--- config.mk ---
export PLATFORM = sky130hd
export DESIGN_NAME = vgss_div
export DESIGN_NICKNAME = d
export VERILOG_FILES = /design/src/rtl/core/vgss_pkg.sv /design/src/rtl/core/vgss_div.sv
export SDC_FILE = /design/constraint.sdc
export NUM_CORES = 1
export LEC_CHECK = 0
export BUFFER_PORTS_ARGS = -buffer_cell sky130_fd_sc_hd__buf_2
export CAP_MARGIN = 20
export CELL_PAD_IN_SITES_DETAIL_PLACEMENT = 1
export CELL_PAD_IN_SITES_GLOBAL_PLACEMENT = 2
export CORE_UTILIZATION = 38
export CTS_CLUSTER_SIZE = 28
export DETAILED_ROUTE_END_ITERATION = 12
export PLACE_DENSITY = 0.95
export SKIP_CTS_REPAIR_TIMING = 1
export SLEW_MARGIN = 5
export SYNTH_ARGS = -nofsm -noshare
export SYNTH_HDL_FRONTEND = slang
export SYNTH_SLANG_ARGS = --single-unit
--- constraint.sdc ---
create_clock -name clk_i -period 4.3 [get_ports clk_i]
set_input_delay 0.215 -clock clk_i [delete_from_list [all_inputs] [get_ports clk_i]]
set_output_delay 0.215 -clock clk_i [all_outputs]
set_load 0.1 [all_outputs]
--- src/rtl/core/vgss_pkg.sv ---
`timescale 1ns / 1ps
// Shared types, constants and elaboration-time table functions for the
// variable-resolution Gaussian smoother. No dependencies.
package vgss_pkg;

  localparam int unsigned MAX_POINTS_DEF      = 4096;
  localparam int unsigned EXP_TABLE_DEPTH_DEF = 256;

  // Field widths fixed by the interface
  localparam int unsigned WL_W     = 32;
  localparam int unsigned FLUX_W   = 32;
  localparam int unsigned IDX_W    = 12;
  localparam int unsigned STATUS_W = 2;
  localparam int unsigned CFG_W    = 32;
  localparam int unsigned CFG_IDX_W = 1;

  localparam logic CMD_LOAD    = 1'b0;
  localparam logic CMD_COMPUTE = 1'b1;

  localparam logic [STATUS_W-1:0] STATUS_OK        = 2'd0;
  localparam logic [STATUS_W-1:0] STATUS_BAD_INDEX = 2'd1;
  localparam logic [STATUS_W-1:0] STATUS_BAD_RES   = 2'd2;

  localparam logic [CFG_IDX_W-1:0] REG_RES_OFFSET = 1'd0;
  localparam logic [CFG_IDX_W-1:0] REG_RES_SLOPE  = 1'd1;

  // 0.42466090 in Q0.32
  localparam logic [30:0] SIGMA_K = 31'd1823904678;

  // Divider operand width
  localparam int unsigned DIV_W = 64;

  // Table entry width: 1.0 in Q.16 needs 17 bits
  localparam int unsigned ENTRY_W = 17;

  // Normalized u = d / sigma stays below 5.0 in Q.16
  localparam int unsigned U_W   = 19;
  localparam int unsigned USQ_W = 2 * U_W;

  // Divide by 25 through a reciprocal with one correction step
  localparam int unsigned      DIV25       = 25;
  localparam int unsigned      RECIP_SHIFT = 24;
  localparam logic [19:0]      RECIP_25    = 20'd671088;

  typedef struct packed {
    logic             start;
    logic [DIV_W-1:0] dividend;
    logic [DIV_W-1:0] divisor;
  } div_req_t;

  typedef struct packed {
    logic             done;
    logic [DIV_W-1:0] quot;
  } div_rsp_t;

  // exp(-a) in Q.32 by a 15-term Taylor series, a in Q.32
  function automatic logic [63:0] exp_step(logic [63:0] a);
    logic [63:0] t;
    logic [63:0] q;
    t = 64'h1_0000_0000;
    q = t;
    t = ((t * a) >> 32) / 64'd1;  q = q - t;
    t = ((t * a) >> 32) / 64'd2;  q = q + t;
    t = ((t * a) >> 32) / 64'd3;  q = q - t;
    t = ((t * a) >> 32) / 64'd4;  q = q + t;
    t = ((t * a) >> 32) / 64'd5;  q = q - t;
    t = ((t * a) >> 32) / 64'd6;  q = q + t;
    t = ((t * a) >> 32) / 64'd7;  q = q - t;
    t = ((t * a) >> 32) / 64'd8;  q = q + t;
    t = ((t * a) >> 32) / 64'd9;  q = q - t;
    t = ((t * a) >> 32) / 64'd10; q = q + t;
    t = ((t * a) >> 32) / 64'd11; q = q - t;
    t = ((t * a) >> 32) / 64'd12; q = q + t;
    t = ((t * a) >> 32) / 64'd13; q = q - t;
    t = ((t * a) >> 32) / 64'd14; q = q + t;
    return q;
  endfunction

  // Entry k: q^k in Q.32, rounded to Q.16
  function automatic logic [ENTRY_W-1:0] exp_entry(int unsigned k, logic [63:0] q);
    logic [63:0] p;
    p = 64'h1_0000_0000;
    for (int unsigned i = 0; i < k; i++) begin
      p = (p * q) >> 32;
    end
    return ENTRY_W'((p + 64'h8000) >> 16);
  endfunction

endpackage

--- src/rtl/core/vgss_div.sv ---
`timescale 1ns / 1ps
// Shared unsigned restoring divider, one quotient bit per cycle.
// Depends on vgss_pkg for the request and response types.
module vgss_div (
  input  logic               clk_i,
  input  logic               rst_ni,
  input  vgss_pkg::div_req_t req_i,
  output vgss_pkg::div_rsp_t rsp_o
);
  import vgss_pkg::*;

  localparam int unsigned CNT_W = $clog2(DIV_W + 1);

  logic             busy_q;
  logic             done_q;
  logic [CNT_W-1:0] cnt_q;
  logic [DIV_W-1:0] rem_q;
  logic [DIV_W-1:0] quo_q;
  logic [DIV_W-1:0] dvs_q;
  logic [DIV_W:0]   rem_sh;
  logic [DIV_W:0]   rem_sub;
  logic             fits;

  assign rem_sh  = {rem_q, quo_q[DIV_W-1]};
  assign rem_sub = rem_sh - {1'b0, dvs_q};
  assign fits    = rem_sh >= {1'b0, dvs_q};

  always_ff @(posedge clk_i or negedge rst_ni) begin
    if (!rst_ni) begin
      busy_q <= 1'b0;
      done_q <= 1'b0;
      cnt_q  <= '0;
    end else begin
      done_q <= 1'b0;
      if (req_i.start) begin
        busy_q <= 1'b1;
        cnt_q  <= CNT_W'(DIV_W);
      end else if (busy_q) begin
        cnt_q <= cnt_q - CNT_W'(1);
        if (cnt_q == CNT_W'(1)) begin
          busy_q <= 1'b0;
          done_q <= 1'b1;
        end
      end
    end
  end

  always_ff @(posedge clk_i) begin
    if (req_i.start) begin
      rem_q <= '0;
      quo_q <= req_i.dividend;
      dvs_q <= req_i.divisor;
    end else if (busy_q) begin
      rem_q <= fits ? rem_sub[DIV_W-1:0] : rem_sh[DIV_W-1:0];
      quo_q <= {quo_q[DIV_W-2:0], fits};
    end
  end

  assign rsp_o.done = done_q;
  assign rsp_o.quot = quo_q;

endmodule

# [Word-level counts from Yosys, hierarchy flattened]
# Index checks and enable logic that the tools add are counted.
[word_totals] regBits=201 in_bits=131 word_cells=22
[classes] addsub=2 magnitude_cmp=1 eq_ne=1 muxes=11 reduce_logical=1
[op_table] cell="$mux W64" count=3
[op_table] cell="$ge A65 B64 Y1" count=1
[op_table] cell="$sub A64 B64 Y64" count=1
[op_table] cell="$mux W7" count=2
[op_table] cell="$eq A7 B1 Y1 const B" count=1
[op_table] cell="$sub A7 B1 Y7 const B" count=1
[op_table] cell="$mux W1" count=6
[op_table] cell="$reduce_bool A2 Y1" count=1

# [Depth between registers and ports, before layout]
# Gate-level depths: netlist (run 1).
[depth] word_depth=4 depth_mapped=14

# [Worst setup path after synthesis (run 1)]
# No wires, ideal clock.
[synth_timing] kind="register -> register" start="register quo_q[63]" end="register rem_q[22]" setup_time_ns=0.091 arrival_ns=3.460 required_time_ns=4.209 setup_slack_ns=0.749 path_stages_with_launch=14 cell_sequence="edfxtp_1 > inv_1 > ha_1 > fa_1 > nand2b_1 > a21o_1 > and2_1 > o21ai_1 > a31oi_1 > o31a_1 > a31oi_1 > xor2_1 > nand2_1 > a311oi_1"
[synth_between] elab_chain_cells=2 word_cells_on_any_way=3
[synth_rtl] item="start: declaration" line="vgss_div.sv:18" text="logic [DIV_W-1:0] quo_q;"
[synth_rtl] item="start signal: assignment" line="vgss_div.sv:51" text="quo_q <= req_i.dividend;"
[synth_rtl] item="start signal: assignment" line="vgss_div.sv:55" text="quo_q <= {quo_q[DIV_W-2:0], fits};"
[synth_rtl] item="$sub A64 B64 Y64 / $ge A65 B64 Y1 (equally long branches)" line="vgss_div.sv:25, vgss_div.sv:26"
[synth_rtl] item="$mux W64 *" line="vgss_div.sv:54" text="rem_q <= fits ? rem_sub[DIV_W-1:0] : rem_sh[DIV_W-1:0];"
[synth_rtl] item="end signal: assignment" line="vgss_div.sv:54"
[synth_rtl] item="end: declaration" line="vgss_div.sv:17" text="logic [DIV_W-1:0] rem_q;"
# Every way passes the cells marked *; elsewhere a longest branch is shown, timed or not.
# A chain may end at the register's enable or synchronous reset.

# [Worst setup path in the final report (run 1)]
[layout_timing] start="register dvs_q[9]" end="register rem_q[62]"
[layout_between] elab_chain_cells=2 word_cells_on_any_way=3
[layout_rtl] item="start: declaration" line="vgss_div.sv:19" text="logic [DIV_W-1:0] dvs_q;"
[layout_rtl] item="start signal: assignment" line="vgss_div.sv:52" text="dvs_q <= req_i.divisor;"
[layout_rtl] item="$sub A64 B64 Y64 / $ge A65 B64 Y1 (equally long branches)" line="vgss_div.sv:25, vgss_div.sv:26"
[layout_rtl] item="$mux W64 *" line="vgss_div.sv:54"
# Marks and branches as above.

==> summary.txt, run 1 <==
Synthesis
  • Count of different cell masters after synthesis: 71
  • Main combinational cell family by area after synthesis: compound AO/OA/AOI/OAI gates
  • Compound-Gate Fraction of Synth Area: 0.1697
  • Post-synthesis mux area share: 0.06149
  • Ys async rst share: 0.04478
  • Syn Area/Cell: about 9.5 um2
  • Adder-cell share of the synthesized area: 0.07022
  • Area contributors post-synth: edfxtp_1, dfxtp_1, ha_1
  • Seq cells post-synth: 201
  • XOR/XNOR share of the synthesized area: 0.04435
  • Syn Nets: about 1.5k
  • Post-synth EDFFs: roughly 130
  • Post-synthesis cell count: 1,270
  • Most area-hungry cell type in the Yosys netlist: edfxtp_1
  • Sequential area share after synthesis: 0.4442
  • Synth Flop Type: edfxtp_1
  • Synth Area in Simple Gates: 0.1553
  • Yosys warnings: 0
  • Share of the synthesized area in the top cell type: 0.3191
  • Mapped Area: around 12,000 um2

Setup path
  • Required @ worst endpoint: ~4.7 ns
  • WP data arrival: a little over 4 ns
  • Worst-path fanout max: 6
  • Reg-to-reg endpoint: rem_q[62]
  • Reg2reg path depth: 12
  • Setup slack, reg-to-reg: 0.65 ns
  • CP Capture Type: register
  • R2R Path Start: dvs_q[9]
  • Crit Path Category: reg2reg
  • Setup crit start kind: register

Timing
  • Worst slew pin tran: between 0.9 and 1 ns
  • Slew Viols, Final: 0
  • Final setup viols: 0
  • Worst slew margin: 0.3846
  • Hold_ws: ~0.000056 ns
  • Period utilisation layout: 0.8498
  • Endpoints failing hold: 0
  • RSZ-0062 raised after global routing: false
  • Min cycle time layout: ~3.7 ns
  • Setup TNS: 0 ns
  • Clock skew: 0.01229 ns
  • Fmax: 0.2737 GHz

Finish
  • Post-Route Utilization: 0.4981
  • Final layout net count: between 1.5k and 2k
  • Share of layout cells above drive strength 1: 0.2065
  • Area growth syn-to-layout: 27.82%
  • Commonest non-fill, non-tap cells in the layout: buf_2, nand2_1, edfxtp_1
  • # fillers: between 3k and 4k
  • Most common cell after layout, fill and taps aside: buf_2
  • Fin area: ~15,000 um2
  • Antenna fix cells: 0

Clocking
  • Clk_lat worst skew: about 0.55 ns
  • Clock transition at path regs: around 0.06 ns
  • H-Tree Depth: 1
  • CTS Root Buffer Type: clkbuf_16
  • CTS Buf Count: 25
  • CTS max path bufs: 3
  • CTS tree: done
  • Sink Count: between 200 and 250

Detailed routing
  • Routed len/inst: between 15 and 20 um
  • Drt drc: 0
  • Vias per cell: around 5.5
  • Drt pass-1 iters: 5
  • Antenna Nets Post-Route: 0
  • Routed via count: ~11k
  • Final wirelength: 38,500 um
  • Iter 0 DRT Violations: between 500 and 600

Floorplan
  • Die Y: ~180 um
  • Die W: ~180 um
  • Core area: around 31,000 um2
  • DIE AREA: roughly 32,000 um2
  • Number of placement rows: 64
  • Starting Density: 0.3897
  • I/O pins: about 200

GRT
  • First-pass GRT wire length: 56,370 um
  • Largest net degree at the start of global routing: approximately 110
  • Vias in the first global route: 10.67k
  • Total grt overflow: 0
  • Initial antenna violation count: 1
  • GRT Util Overall: 0.2115

Hold path
  • Hold Path Origin: req_i[128]
  • WHS Endpoint: rem_q[22]
  • Hold WC Path Type: in2reg
  • Worst Hold Path Cells: 2

Power
  • Power per cell area: 420.7 nW/um2
  • Leakage power: ~6.6 nW
  • Maximum vdd drop: 410.0 uV
  • Power Total: approximately 6.5 mW

Placed design
  • Placed inst area: ~13,000 um2
  • HPWL after DPL: 25,430 um
  • Port Buffer Count: just under 200
  • Gp weighted congestion: 0.8588

Run
  • Number of max-cap violations: 0

Run status
  • Status: finished clean
-- how the worst max path moves through the flow --
stage | startpoint | endpoint | slack, ns
2_1_floorplan | quo_q[63] | rem_q[22] | 0.75
6_report | dvs_q[9] | rem_q[62] | 0.65
4_1_cts | dvs_q[7] | rem_q[17] | 0.71
5_1_grt | dvs_q[9] | rem_q[62] | 0.46
3_3_place_gp | dvs_q[34] | rem_q[23] | 0.86
3_5_place_dp | dvs_q[7] | rem_q[6] | 0.75
-- sequential cells by signal, indices dropped and copies added, names as in the netlist --
register,flops
dvs_q,64
quo_q,64
rem_q,64
cnt_q,7
busy_q,1
done_q,1
-- cell type report --
class	instances	area, um2	area share
Sequential cell	201	5351	0.3476
Clock inverter	8	58.81	0.003820
Multi-Input combinational cell	901	6052	0.3931
Timing Repair Buffer	329	2336	0.1517
Tap cell	396	495.5	0.03218
Clock buffer	37	753.2	0.04892
Inverter	93	349.1	0.02267
-- synthesized netlist by cell type (all sizes together) (3+ instances only) --
library cell and instances:
nand2 143, edfxtp 128, inv 93, nor2 90, a21oi 82, ha 66, dfxtp 64, mux2 64
nand3 61, clkbuf 54, o21ai 41, xnor2 41, a21o 35, a311oi 31, nand4 26, nor3 24
buf 21, xor2 20, o21bai 15, o211ai 12, a211oi 11, a31oi 11, nor2b 11, or3 11
nand2b 10, dfrtp 9, o21a 8, o31ai 8, and3 7, or2 7, a2111oi 5, and2 5
o311ai 5, a21boi 4, a41oi 4, o221ai 4, o22ai 4, a211o 3, a32oi 3, nand4b 3
-- metrics by stage --
| step | worst slack (ns) | std cells |
|---|---|---|
| 2_1_floorplan | 0.7493 | 1270 |
| 6_report | 0.6458 | 1965 |
| 3_5_place_dp | 0.7487 | 1796 |
| 5_1_grt | 0.4561 | 1965 |
| 3_3_place_gp | 0.8620 | 1796 |
| 4_1_cts | 0.7147 | 1841 |
-- worst max-delay path: stages (launching register included) --
cell and delay, ns:
edfxtp_1 0.36, inv_1 0.08, ha_1 0.29, a211o_1 0.34, a2111oi_0 0.49, nor3_1 0.15, o211ai_1 0.31, a31oi_1 0.19
o31ai_1 0.34, a21oi_1 0.25, or3_1 0.41, a41oi_1 0.23, nor3_1 0.08
-- cell families after synthesis --
logic type / after synthesis
AO/OA/AOI/OAI: 301
adder cells (fa/ha/maj): 67
buffers and inverters: 168
multiplexers: 66
AND/OR/NAND/NOR: 406
flip-flops: 201
XOR/XNOR: 61
-- routing by layer --
layer | vias up | share of wire | global-route usage
met5 | - | 0.00029 | 0
met4 | 2 | 0.027 | 0.05983
met3 | 64 | 0.055 | 0.04790
met2 | 290 | 0.47 | 0.3547
met1 | 5224 | 0.45 | 0.2726
li1 | 5166 | - | -
-- power breakdown --
| group | leakage (nW) | internal, mW | switching [mW] | total [mW] |
|---|---|---|---|---|
| Sequential | 1.93 | 2.29 | 0.144 | 2.43 |
| Clock | 0.396 | 1.22 | 0.893 | 2.11 |
| Combinational | 4.30 | 0.584 | 1.35 | 1.93 |
| Total | 6.63 | 4.09 | 2.39 | 6.48 |
No activity file was read; power rests on OpenSTA's default activity.
==> run 2, diff against run 1 <==
- ABC_AREA: not set -> 1
- CORE_UTILIZATION: 38 -> 29
- PLACE_DENSITY: 0.95 -> 0.87
- clock period: 4.3 -> 3.27 ns (I/O delays scaled with it)
==> summary.txt, run 2 <==
Run status
  • Status: finished clean

Synthesis
  • Area contributors post-synth: edfxtp_1, nand2_1, inv_1
  • Syn Area/Cell: ~6.6 um2
  • Ys async rst share: 0.04478
  • Yosys warnings: 0
  • Post-synthesis cell count: between 2k and 2.5k
  • Most area-hungry cell type in the Yosys netlist: edfxtp_1
  • Mapped Area: 14,340 um2
  • Seq cells post-synth: ~200
  • Commonest cells post-synth: nand2_1, inv_1, nand3_1, edfxtp_1, nor2_1
  • Most numerous cell in the Yosys netlist: nand2_1
  • Synth Flop Type: edfxtp_1
  • Post-synth EDFFs: between 100 and 150
  • Syn Nets: around 2.4k
  • Sequential area share after synthesis: 0.3731
  • Share of the synthesized area in the top cell type: 0.2680
  • Count of different cell masters after synthesis: 38

Setup path
  • Slowest stage delay, CP: 0.61 ns
  • Reg2reg path depth: 17
  • Kind of cell adding the most delay to the critical path: simple AND/OR/NAND/NOR gates
  • CP max stage cell: buf_4
  • Crit Path Category: reg2reg
  • CP dominant cell by count: nand2_2
  • WP data arrival: between 3 and 4 ns
  • Crit path from: dvs_q[7]
  • Setup crit start kind: register
  • Critical-path cell list: inv_1 > ha_1 > nand2_2 > inv_1 > nand2_1 > nand2_1 > inv_2 > nand3_2 > nand2_1 > nand2_2 > nand2_2 > nand2_2 > nand2_2 > buf_4 > nand3_1 > nand3_1 > o21ai_0
  • R2R Path Start: dvs_q[7]
  • CP Depth: 17
  • CP Capture Type: register
  • Required @ worst endpoint: approximately 3.7 ns
  • CP Buf/Inv Count: 4
  • Worst-path fanout max: 65

Timing
  • Worst slew pin tran: between 0.7 and 0.8 ns
  • Clock skew: about 0.02 ns
  • Worst slew margin: 0.4727
  • Endpoints failing hold: 0
  • Min cycle time layout: just under 3 ns
  • Period utilisation layout: 0.9100
  • Fmax: between 0.3 and 0.4 GHz
  • Slew Viols, Final: 0
  • Setup TNS: 0 ns
  • RSZ-0062 raised after global routing: false
  • Final setup viols: 0

Clocking
  • H-Tree Depth: 1
  • CTS Root Buffer Type: clkbuf_16
  • Clock transition at path regs: roughly 0.060 ns
  • CTS tree: done
  • Clk_lat worst skew: between 0.5 and 0.6 ns
  • CTS Buf Count: 26
  • CTS max path bufs: 3
  • Sink Count: about 200

Finish
  • Commonest non-fill, non-tap cells in the layout: nand2_1, inv_1, buf_2
  • Fin area: 18,110 um2
  • # fillers: about 6.3k
  • Most common cell after layout, fill and taps aside: nand2_1
  • Final layout net count: between 2k and 3k
  • Area growth syn-to-layout: 26.26%
  • Share of layout cells above drive strength 1: 0.1119
  • Post-Route Utilization: 0.3707
  • Regs by FF count: dvs_q x64, quo_q x64, rem_q x64

Hold path
  • Hold Path Origin: req_i[64]
  • Worst Hold Path Cells: 3
  • Hold WC Path Type: in2reg

Power
  • Maximum vdd drop: between 400 and 500 uV
  • Power per cell area: around 420 nW/um2
  • Leakage power: between 9 and 10 nW

Placed design
  • HPWL after DPL: about 41,000 um
  • Placed inst area: 15,990 um2
  • Port Buffer Count: between 150 and 200
  • Gp weighted congestion: 0.9229

Floorplan
  • I/O pins: about 200
  • Number of placement rows: 81
  • Starting Density: 0.2936
  • Die Y: 224.4 um
  • DIE AREA: just over 50,000 um2
  • Core area: slightly below 50,000 um2
  • Die W: roughly 220 um

Detailed routing
  • Drt pass-1 iters: 5
  • Antenna Nets Post-Route: 0
  • Routed via count: 14.55k
  • Iter 0 DRT Violations: 648
  • Vias per cell: 4.567
  • Routed len/inst: between 15 and 20 um
  • Final wirelength: roughly 55,000 um
  • Drt drc: 0

GRT
  • Largest net degree at the start of global routing: around 110
  • Vias in the first global route: 14.61k
  • Initial antenna violation count: 1
  • First-pass GRT wire length: 81,300 um
  • Total grt overflow: 0
  • GRT Util Overall: 0.2057

Run
  • Number of max-cap violations: 0
-- run 2: cell count changes in the layout (fill, tap and decap cells not counted), moves of 18 or more --
cell	change
nand3b_1	+34
inv_1	+356
mux2_2	-64
a311oi_1	-31
nor2_1	+21
nand2_1	+763
nand3_1	+92
a21oi_1	-27
xor2_1	-18
a21o_1	-32
-- run 2: layout make-up --
type / count / area (um2) / area share
Multi-Input combinational cell: 1482 / 6990 / 0.3861
Clock buffer: 34 / 690.7 / 0.03815
Tap cell: 664 / 830.8 / 0.04588
Inverter: 453 / 1702 / 0.09398
Sequential cell: 201 / 5350 / 0.2955
Antenna cell: 1 / 2.502 / 0.0001382
Clock inverter: 14 / 147.6 / 0.008154
Timing Repair Buffer: 336 / 2392 / 0.1321
-- run 2: final timing paths --
| kind | endpoint | slack, ns |
|---|---|---|
| max in group asynchronous | done_q | 3.06 |
| hold / removal | quo_q[0] | 0.01 |
| min in group asynchronous | cnt_q[5] | 0.02 |
| hold reg to reg | rem_q[38] | 0.47 |
| setup reg to reg | rem_q[10] | 0.29 |
| setup / recovery | rem_q[10] | 0.29 |
-- run 2: logic make-up after synthesis --
kind of cell             synth area share
AO/OA/AOI/OAI                     0.04380
XOR/XNOR                          0.01893
adder cells (fa/ha/maj)           0.05898
buffers and inverters              0.1401
flip-flops                         0.3731
AND/OR/NAND/NOR                    0.3651
-- run 2: metrics by stage --
stage          setup slack (ns)  std cells  hold slack [ns]  power [mW]
2_1_floorplan            0.3607       2185          -0.1321       4.175
3_3_place_gp             0.3184       3009          0.02901       4.553
3_5_place_dp             0.2718       3009          0.03392       4.580
4_1_cts                  0.2741       3057          -0.5928       7.529
5_1_grt                0.004616       3185          0.01341       7.880
6_report                 0.2942       3185          0.01244       7.556
-- run 2: tightest hold or removal path, cell delays in order --
cell and delay, ns:
buf_2 0.10, nor2_1 0.10, a31oi_1 0.06
-- run 2: report_power, final --
group,switching (mW),internal (mW)
clock network,1.24,1.65
logic,1.24,0.431
registers,0.0958,2.90
-- run 2: per-layer routing --
layer	global-route usage	part of all wire	vias to the layer above
li1	-	-	7294
met1	0.2664	0.45	6889
met2	0.3556	0.48	299
met3	0.03566	0.043	63
met4	0.04542	0.023	0
met5	0	0	-
